===== src/rtl/core/ghtab_pkg.sv =====
`default_nettype none

package ghtab_pkg;

  // Request kinds as they arrive on the input channel.
  localparam logic [1:0] KIND_INSERT = 2'd0;
  localparam logic [1:0] KIND_LOOKUP = 2'd1;
  localparam logic [1:0] KIND_REMOVE = 2'd2;

  // Result status codes.
  localparam logic [1:0] STATUS_OK   = 2'd0;
  localparam logic [1:0] STATUS_BAD  = 2'd1;
  localparam logic [1:0] STATUS_FULL = 2'd2;

  // Handle layout.
  localparam int TYPE_LSB = 28;
  localparam int GEN_LSB  = 16;
  localparam int GEN_W    = 12;
  localparam int HIDX_W   = 16;

  localparam logic [GEN_W-1:0] GEN_INIT = 12'h001;
  localparam logic [GEN_W-1:0] GEN_MAX  = 12'hFFF;

  // Operation after classification by the front end.
  typedef enum logic [1:0] {
    OP_INSERT,
    OP_LOOKUP,
    OP_REMOVE,
    OP_REJECT
  } op_e;

  typedef struct packed {
    op_e               op;
    logic [1:0]        typ;
    logic [GEN_W-1:0]  gen;
    logic [HIDX_W-1:0] index;
    logic [31:0]       obj;
  } cmd_t;

  // Queue head as seen by the back end.
  typedef struct packed {
    logic valid;
    cmd_t cmd;
  } cmdq_head_t;

endpackage

`default_nettype wire


===== src/rtl/core/ghtab_front.sv =====
`default_nettype none

module ghtab_front #(
  parameter int SLOTS = 256
) (
  input  wire logic                    clk_i,
  input  wire logic                    rst_ni,
  input  wire logic                    in_valid_i,
  output logic                         in_ready_o,
  input  wire logic [1:0]              kind_i,
  input  wire logic [1:0]              obj_type_i,
  input  wire logic [31:0]             object_ref_i,
  input  wire logic [31:0]             handle_i,
  input  wire logic [1:0]              expected_type_i,
  output ghtab_pkg::cmdq_head_t        head_o,
  input  wire logic                    pop_i
);

  import ghtab_pkg::*;

  logic [3:0]        h_type;
  logic [GEN_W-1:0]  h_gen;
  logic [HIDX_W-1:0] h_ip1;
  logic              hdl_ok;
  logic              type_ok;
  cmd_t              cmd_new;

  cmd_t       ent_q [2];
  logic       wr_ptr_q, wr_ptr_d;
  logic       rd_ptr_q, rd_ptr_d;
  logic [1:0] cnt_q, cnt_d;
  logic       push;

  assign h_type = handle_i[TYPE_LSB +: 4];
  assign h_gen  = handle_i[GEN_LSB +: GEN_W];
  assign h_ip1  = handle_i[HIDX_W-1:0];

  // Everything about a handle that does not need the table is settled here.
  assign hdl_ok = (h_ip1 != '0) && (h_gen != '0) && (h_type >= 4'd1) && (h_type <= 4'd3)
                  && (17'(h_ip1) <= 17'(SLOTS));
  assign type_ok = (expected_type_i == 2'd0) || ({2'b00, expected_type_i} == h_type);

  always_comb begin
    cmd_new.gen   = h_gen;
    cmd_new.index = h_ip1 - 16'd1;
    cmd_new.obj   = object_ref_i;
    cmd_new.typ   = h_type[1:0];
    cmd_new.op    = OP_REJECT;
    case (kind_i)
      KIND_INSERT: begin
        cmd_new.typ = obj_type_i;
        if (obj_type_i != 2'd0) cmd_new.op = OP_INSERT;
      end
      KIND_LOOKUP: begin
        if (hdl_ok && type_ok) cmd_new.op = OP_LOOKUP;
      end
      KIND_REMOVE: begin
        if (hdl_ok) cmd_new.op = OP_REMOVE;
      end
      default: cmd_new.op = OP_REJECT;
    endcase
  end

  assign in_ready_o = (cnt_q != 2'd2);
  assign push       = in_valid_i && in_ready_o;

  always_comb begin
    wr_ptr_d = push ? ~wr_ptr_q : wr_ptr_q;
    rd_ptr_d = pop_i ? ~rd_ptr_q : rd_ptr_q;
    cnt_d    = cnt_q + {1'b0, push} - {1'b0, pop_i};
  end

  always_ff @(posedge clk_i or negedge rst_ni) begin
    if (!rst_ni) begin
      wr_ptr_q <= 1'b0;
      rd_ptr_q <= 1'b0;
      cnt_q    <= 2'd0;
    end else begin
      wr_ptr_q <= wr_ptr_d;
      rd_ptr_q <= rd_ptr_d;
      cnt_q    <= cnt_d;
    end
  end

  always_ff @(posedge clk_i) begin
    if (push) begin
      ent_q[wr_ptr_q] <= cmd_new;
    end
  end

  assign head_o.valid = (cnt_q != 2'd0);
  assign head_o.cmd   = ent_q[rd_ptr_q];

endmodule

`default_nettype wire


===== config.mk =====
export PLATFORM = sky130hd
export DESIGN_NAME = ghtab_front
export DESIGN_NICKNAME = d
export VERILOG_FILES = /design/src/rtl/core/ghtab_pkg.sv /design/src/rtl/core/ghtab_front.sv
export SDC_FILE = /design/constraint.sdc
export NUM_CORES = 1
export LEC_CHECK = 0
export ABC_AREA = 1
export BUFFER_PORTS_ARGS = -buffer_cell sky130_fd_sc_hd__clkbuf_2
export CAP_MARGIN = 15
export CORE_MARGIN = 10
export CORE_UTILIZATION = 30
export DETAILED_ROUTE_END_ITERATION = 7
export SYNTH_ARGS = -nofsm -noshare
export SYNTH_HDL_FRONTEND = slang
export SYNTH_SLANG_ARGS = --single-unit
export TNS_END_PERCENT = 100

===== constraint.sdc =====
create_clock -name clk_i -period 5.1 [get_ports clk_i]
set_input_delay 0.51 -clock clk_i [delete_from_list [all_inputs] [get_ports clk_i]]
set_output_delay 0.51 -clock clk_i [all_outputs]
set_load 0.005 [all_outputs]

==> flow_metrics.tcl, run 1 <==
set metrics [dict create \
    chipHeight_um 154 \
    crit_chain "buf_4 > mux2_2 > clkbuf_2" \
    synth.distinct_cells 24 \
    cts_sinks 132 \
    synth_compound_area_share_pct 1.35 \
    ir_drop_mv 0.256 \
    cts_buffer_depth 2 \
    initial_core_util_pct 30.9 \
    total_power_uw 3650 \
    grt_max_degree 39 \
    rsz0062_at_grt "no" \
    portBuffers 139 \
    slowest_delay_ps 780 \
    post-dp-hpwl_um 8440 \
    gp_congestion 0.794 \
    clk_pin_slew_ps 60 \
    grt_pass1_wl_um 18200 \
    avgSynthCellArea_um2 16.1 \
    die_w_um 154 \
    status "finished clean" \
    synthesis.area_mm2 0.00538 \
    criticalPathCategory "reg2out" \
    insertion_delay_ps 410 \
    synth.mux.area_fraction_pct 13.4 \
    skew_ps 4.66 \
    tightest_slew_ps 972 \
    syn_to_final_growth_pct 28.7 \
    grt_pass1_vias 3518 \
    period_minus_slack_ps 2840 \
    relSlewSlack_pct 35.1 \
    cp_max_fo 38 \
    p_leak_uw 0.00270 \
    combPwrFrac_pct 25.3 \
    drtIter0Drc 90 \
    syn_nets 413 \
    fin_crit_sh_pct 55.7 \
    coreArea_mm2 0.0174 \
    ant_nets 0 \
    grt_use_total_pct 9.96 \
    hold_class "in2reg" \
    swShare_pct 27.5 \
    final_common_cell "clkbuf_2" \
    worstPathRequired_ps 4590 \
    num-nets-final 568 \
    tritoncts "done" \
    root_buffer "clkbuf_16" \
    cts_made_buffers 17 \
    setup_tns_ps 0 \
    vias_per_cell 4.33 \
    drt-wirelength-per-cell_um 15.9 \
    num_io_pins 140 \
    cp-end-kind "output port" \
    startpoint_type "flop" \
    power_frac_seq_pct 43.2 \
    arrival_ps 2330 \
    dieArea_mm2 0.0237 \
    yosysWarnings 0 \
    p_clk_share_pct 31.6 \
    synth_cells 335 \
    fillCellCount 1648 \
    intPower_uw 2650 \
    yosysSeqAreaShare_pct 73.3 \
    cp_top_family "flip-flops" \
    cts.htree.levels 4 \
    overflow 0 \
    ys_ff_latch 132 \
    postCtsSetupRepairBufs 0 \
    antennaDiodeCount 0 \
    synthXorXnorAreaFrac_pct 1.95 \
    crit_slowest_cell "dfrtp_2" \
    power_switching_uw 1000 \
    drcViolationCount 0 \
    synth_top_family_by_area "multiplexers" \
    clock.fmax_ghz 0.352 \
    cap_violations 0 \
    first_pass_iters 4 \
    final_cell_mix "clkbuf_2, edfxtp_1, mux2_2" \
    synthAdderAreaFrac_pct 0.930 \
    row_count 48 \
    powerDensity_mw_per_mm2 527 \
    drive_gt1_share_pct 50.3 \
    critPathBufInv 2 \
    final_util_pct 39.8 \
    antenna_found_initial 0 \
    slew_viol_final 0 \
    num_vias 3150 \
    hold_ws_ps 281 \
    finalSetupViolations 0 \
    yosys.area_share.simple_pct 6.44 \
    drt_wl_total_um 11600 \
    hold_viol_final 0 \
]
per-layer routing:
layer | vias to the layer above | share of wire, % | global-route usage (%)
li1 | 1538 | - | -
met1 | 1493 | 42 | 10.8
met2 | 107 | 49 | 16.3
met3 | 12 | 7.5 | 4.97
met4 | 0 | 1.5 | 3.91
met5 | - | 0 | 0
cell usage after synthesis:
master      n  area share [%]
nand3_1     4            0.37
buf_2       2            0.19
o21ai_2     2            0.33
o21ai_0     5            0.47
o21ai_1     2            0.19
or2_2       1            0.12
nand4_1     1            0.12
nor3_1      2            0.19
mux2_2     64              13
edfxtp_1  128              71
inv_1      25             1.7
xor2_1      7             1.1
buf_4       5            0.70
nor4_1      1            0.12
nor2_1     21             1.5
dfrtp_1     4             1.9
nand2_2     4            0.47
xnor2_1     5            0.81
a21oi_1     4            0.37
nand2_1    35             2.4
ha_1        4            0.93
nand3b_1    1            0.14
nor2_2      7            0.81
nor2_4      1            0.21
cells by family after synthesis:
group | Yosys count
flops | 132
simple gates | 78
mux | 64
buf+inv | 32
compound gates | 13
xor+xnor | 12
fa+ha+maj | 4
worst paths after layout:
kind	start	slack, ps	depth (start not counted)	endpoint
min	object_ref_i[30]	280	1	ent_q[1][30]
max in group asynchronous	rst_ni	4520	2	rd_ptr_q
min in group asynchronous	rst_ni	440	2	cnt_q[1]
max reg2reg	cnt_q[1]	2730	4	ent_q[1][57]
max	rd_ptr_q	2260	3	head_o[0]
min reg2reg	cnt_q[0]	540	1	cnt_q[0]
repair_timing:
action	in CTS	in global routing
hold endpoints to repair	4	0
hold buffers	1	0
endpoints found under the setup margin	0	0
resized for setup	0	0
sequential cells by signal, summed over array words and instances, names as in the netlist:
register / count
ent_q: 128
cnt_q: 2
rd_ptr_q: 1
wr_ptr_q: 1
metrics by stage:
step	worst slack [ps]	cells	area, um^2
floorplan	1310	335	5380
global placement	2580	695	6350
detailed placement	2540	695	6350
CTS	2150	728	6930
global route	2060	728	6930
finish	2260	728	6930
power groups by stage:
stage	clock network (uW)	registers [uW]	logic (uW)
CTS	1190	1590	968
global route	1250	1610	1030
detailed placement	0	1610	962
finish	1150	1580	923
floorplan	0	1560	580
global placement	0	1590	953
final cells by class:
cell class	count	area [um^2]	area share [%]
clock inverter	13	135	1.95
sequential	132	3950	57.0
clock buffer	19	433	6.25
tap	225	282	4.06
timing repair buffer	143	728	10.5
inverter	25	93.8	1.35
multi-input combinational	171	1310	18.9
Power figures use the tool's default switching activity.
==> run 2: changes to the inputs <==
clock period = 2.41 ns   (was 5.1 ns; I/O delays follow)
==> run 2 against run 1 <==
Against the previous run:
- worst hold slack got worse by 260 ps
- register-to-register slack got worse by 2000 ps
- clock skew grew 20 ps
- worst setup slack got worse by 1700 ps
- sequential power increased by 110%
- final cell count is 0.96% higher
- global-route usage up 0.095 points
- non-clock buffer count increased by 7
- critical path type unchanged
- critical endpoint is now head_o[41]
- largest power group unchanged
- highest routed layer is now met5
==> flow_metrics.tcl, run 2 (synthesis gave the netlist of run 1 again) <==
set metrics [dict create \
    insertion_delay_ps 420 \
    coreArea_mm2 0.0174 \
    root_buffer "clkbuf_16" \
    vias_per_cell 4.28 \
    hold_end "ent_q[1][26]" \
    slowest_delay_ps 410 \
    largest_reg_flops 128 \
    final_area_mm2 0.00702 \
    dieArea_mm2 0.0237 \
    criticalPathCategory "reg2out" \
    chipHeight_um 154 \
    postCtsSetupRepairBufs 0 \
    whs_path_depth 1 \
    drt-wirelength-per-cell_um 15.9 \
    grt_max_degree 66 \
    portBuffers 139 \
    overflow 0 \
    cap_violations 0 \
    power_frac_seq_pct 41.7 \
    cp-end-kind "output port" \
    tritoncts "done" \
    period_minus_slack_ps 1890 \
    fillCellCount 1646 \
    rsz0062_at_grt "no" \
    drive_gt1_share_pct 49.8 \
    cp_max_fo 65 \
    r2r_start "cnt_q[1]" \
    arrival_ps 1650 \
    slew_viol_final 0 \
    dp_cells 696 \
    clk_pin_slew_ps 60 \
    swShare_pct 27.4 \
    antennaDiodeCount 0 \
    num-nets-final 575 \
    reg.largest.list "ent_q (128), cnt_q (2)" \
    antenna_found_initial 1 \
    hold_viol_final 0 \
    gp_congestion 0.836 \
    initial_core_util_pct 30.9 \
    rr_worst_depth 4 \
    combPwrFrac_pct 27.1 \
    cts_buffer_depth 2 \
    row_count 48 \
    status "finished clean" \
    drcViolationCount 0 \
    crit_chain "buf_12 > mux2_2 > clkbuf_2" \
    tightest_slew_ps 616 \
    power_switching_uw 2140 \
    ir_drop_mv 0.463 \
    final_cell_mix "clkbuf_2, edfxtp_1, mux2_2" \
    reg2reg_to "ent_q[1][5]" \
    largest-register "ent_q" \
    p_leak_uw 0.00274 \
    layout.cells.non_filler 735 \
    cts.htree.levels 4 \
    finalSetupViolations 0 \
    reg2reg_setup_slack_ps 720 \
    crit_slowest_cell "mux2_2" \
    die_w_um 154 \
    fin_crit_sh_pct 78.5 \
    post-dp-hpwl_um 8360 \
    first_pass_iters 4 \
    postPlaceCellArea_mm2 0.00638 \
    powerDensity_mw_per_mm2 1110 \
    hold_class "in2reg" \
    drtIter0Drc 131 \
    grt_pass1_vias 3530 \
    ant_nets 0 \
    p_clk_share_pct 31.2 \
    worstHoldStart "object_ref_i[26]" \
    clock.fmax_ghz 0.528 \
    startpoint_type "flop" \
    num_vias 3144 \
    cts_made_buffers 17 \
    worstPathRequired_ps 2170 \
    syn_to_final_growth_pct 30.5 \
    intPower_uw 5650 \
    skew_ps 24.4 \
    relSlewSlack_pct 58.9 \
    final_common_cell "clkbuf_2" \
    grt_pass1_wl_um 18400 \
    drt_wl_total_um 11700 \
    cts_sinks 132 \
    num_io_pins 140 \
    grt_use_total_pct 10.1 \
]
==> run 2: changes by cell type in the layout (fill, tap and decap cells not counted) <==
cell           before  now
buf_4               3    2
dlygate4sd3_1       1    7
buf_12              0    2
==> run 2: per-stage QoR <==
stage / TNS [ps] / util (%) / power [uW] / hold WS, ps / setup slack (ps)
5_1_grt: 0 / 40.3 / 8260 / 3.44 / 403
3_5_place_dp: 0 / 36.6 / 5480 / 55.6 / 684
6_report: 0 / 40.3 / 7790 / 22.3 / 518
2_1_floorplan: -38370 / - / 4510 / -54.6 / -308
4_1_cts: 0 / 40.3 / 7980 / 0.0904 / 465
3_3_place_gp: 0 / 36.6 / 5430 / 51.5 / 743
==> run 2: how the worst max path moves through the flow <==
| stage | end | cells past startpoint | startpoint | slack [ps] |
|---|---|---|---|---|
| detailed placement | ent_q[1][35] | 4 | cnt_q[1] | 680 |
| global route | head_o[41] | 3 | rd_ptr_q | 400 |
| global placement | ent_q[1][32] | 4 | cnt_q[1] | 740 |
| CTS | head_o[32] | 3 | rd_ptr_q | 470 |
| finish | head_o[41] | 3 | rd_ptr_q | 520 |
| floorplan | ent_q[1][0] | 3 | cnt_q[1] | -310 |
==> run 2: final cells by class <==
class	count	area, um^2	area share, %
repair buffers	150	821	11.7
clock buffers	19	433	6.17
flip-flops and latches	132	3950	56.2
well taps	225	282	4.01
inverters	25	93.8	1.34
multi-input cells	171	1310	18.7
clock inverters	13	135	1.93
==> run 2: layer usage <==
metal	vias to the layer above	GRT usage [%]	share of wire, %
met3	12	4.27	7.0
li1	1543	-	-
met5	-	0	0.11
met2	93	16.2	49
met4	2	5.49	1.4
met1	1494	11.0	42
==> run 2: worst max-delay path, delay by kind of cell, from the launching register on <==
family | cells | cell delay [ps]
muxes | 1 | 410
buffers and inverters | 2 | 430
DFF | 1 | 370
==> run 2: what timing repair did <==
| item | in CTS | in global routing |
|---|---|---|
| hold endpoints to repair | 15 | 0 |
| hold buffers | 7 | 0 |
| gates resized for setup | 0 | 0 |
==> run 2: power by group through the flow <==
stage	Combinational (uW)	Clock (uW)	Sequential [uW]
3_5_place_dp	2180	0	3300
3_3_place_gp	2160	0	3280
6_report	2110	2430	3250
2_1_floorplan	1230	0	3280
4_1_cts	2210	2520	3260
5_1_grt	2340	2620	3300
==> run 3: changes to the inputs <==
clock period = 1.8 ns   (was 2.41 ns; I/O delays follow)
==> run 3 against run 2 <==
Against the previous run:
- highest routed layer is now met4
- the run now ends with setup timing left
- largest cell class unchanged
- non-clock buffer count grew 49
- register-to-register slack lost 350 ps
- final cell count grew 6.7%
- critical path type unchanged
- power grew 43%
==> flow_metrics.tcl, run 3 (synthesis gave the netlist of run 1 again) <==
set metrics [dict create \
    status "finished with violations" \
    violations "setup timing" \
    gp_congestion 0.813 \
    reg2reg_setup_slack_ps 370 \
    drive_gt1_share_pct 47.2 \
    clock.fmax_ghz 0.553 \
    cp-end-kind "output port" \
    num_vias 3333 \
    grt_pass1_vias 3724 \
    cts_sinks 132 \
    antenna_found_initial 0 \
    relSlewSlack_pct 74.6 \
    die_w_um 154 \
    largest-register "ent_q" \
    slew_viol_final 0 \
    dr_wl_met3_um 814 \
    finalSetupViolations 3 \
    grt_use_total_pct 10.5 \
    grt_max_degree 65 \
    chipHeight_um 154 \
    skew_ps 5.93 \
    portBuffers 139 \
    first_pass_iters 4 \
    final_cell_mix "clkbuf_2, edfxtp_1, mux2_2" \
    row_count 48 \
    period_minus_slack_ps 1810 \
    post-dp-hpwl_um 8640 \
    rsz0062_at_grt "yes" \
    fillCellCount 1586 \
    tightest_slew_ps 381 \
    drt-wirelength-per-cell_um 15.7 \
    cp_max_fo 8 \
    whs_path_depth 3 \
    root_buffer "clkbuf_16" \
    antennaDiodeCount 0 \
    ir_drop_mv 0.643 \
    coreArea_mm2 0.0174 \
    cts_made_buffers 17 \
    wl_met1_um 5030 \
    hold_viol_final 0 \
    cts.htree.levels 4 \
    drt_wl_total_um 12300 \
    initial_core_util_pct 30.9 \
    dieArea_mm2 0.0237 \
    top_layer "met4" \
    overflow 0 \
    clk_pin_slew_ps 60 \
    worstPathRequired_ps 1620 \
    p_leak_uw 0.00302 \
    fin_ws_ps -9.74 \
    fin_crit_sh_pct 101 \
    cts_buffer_depth 2 \
    cap_violations 0 \
    layout.cells.non_filler 784 \
    rr_worst_depth 4 \
    criticalPathCategory "reg2out" \
    arrival_ps 1630 \
    num-nets-final 624 \
    largest_reg_flops 128 \
    final_common_cell "clkbuf_2" \
    met2_length_um 6290 \
    drtIter0Drc 103 \
    startpoint_type "flop" \
    dp_cells 698 \
    hold_ws_ps 80.7 \
    grt_pass1_wl_um 19400 \
    num_io_pins 140 \
    ant_nets 0 \
    insertion_delay_ps 400 \
    powerDensity_mw_per_mm2 1460 \
    vias_per_cell 4.25 \
    final_util_pct 43.9 \
    syn_to_final_growth_pct 42.2 \
    drcViolationCount 0 \
    hold_class "in2reg" \
    tritoncts "done" \
    reg.largest.list "ent_q (128), cnt_q (2)" \
]
-- run 3: changes by cell type in the layout (fill, tap and decap cells not counted), moves of 2 or more --
cell / before / now
nand2_1: 35 / 33
buf_16: 0 / 2
buf_6: 0 / 4
clkbuf_16: 17 / 19
buf_12: 2 / 6
dlygate4sd3_1: 7 / 46
clkinv_4: 2 / 0
clkinv_2: 3 / 5
clkinvlp_4: 4 / 2
-- run 3: critical path: stages (launching register included) --
cell and delay (ps):
dfrtp_4 490, buf_12 160, buf_16 140, mux2_4 300
buf_6 120
-- run 3: area by class of cell --
| class | count | area, um^2 | area share [%] |
|---|---|---|---|
| clock buffer | 20 | 437 | 5.71 |
| sequential | 132 | 3950 | 51.6 |
| tap | 225 | 282 | 3.68 |
| multi-input combinational | 171 | 1320 | 17.3 |
| timing repair buffer | 199 | 1430 | 18.7 |
| clock inverter | 12 | 138 | 1.80 |
| inverter | 25 | 93.8 | 1.23 |
-- run 3: layer usage --
metal	GRT usage [%]	vias to the layer above
met5	0	-
met1	11.2	1571
met2	18.3	106
met3	3.93	16
met4	4.09	0
li1	-	1640
-- run 3: timing repair --
item | 4_1_cts | 5_1_grt
resized for setup | 3 | 7
setup buffers | 4 | 0
endpoints found under the setup margin | 55 | 62
pin swaps | 0 | 0
hold buffers | 46 | 0
endpoints found under the hold margin | 93 | 0
cloned | 1 | 3
-- run 3: final timing paths --
check	startpoint	to
max	rd_ptr_q	head_o[32]
min	in_valid_i	wr_ptr_q
max reg2reg	cnt_q[1]	ent_q[0][39]
min reg2reg	cnt_q[0]	cnt_q[0]
max in group asynchronous	rst_ni	rd_ptr_q
min in group asynchronous	rst_ni	rd_ptr_q
-- run 3: stage by stage --
| step | TNS [ps] | total power [uW] | cell area [um^2] | setup WS (ps) |
|---|---|---|---|---|
| 6_report | -12.0 | 11200 | 7650 | -9.74 |
| 5_1_grt | -2370 | 11800 | 7650 | -65.5 |
| 4_1_cts | -374 | 11100 | 7560 | -40.0 |
| 3_5_place_dp | 0 | 7460 | 6450 | 259 |
| 3_3_place_gp | 0 | 7400 | 6450 | 313 |
| 2_1_floorplan | -18520 | 6060 | 5410 | -160 |
-- run 3: power breakdown --
group,switching [uW],internal (uW)
Sequential,169,4200
Combinational,1630,1850
Clock,1160,2150
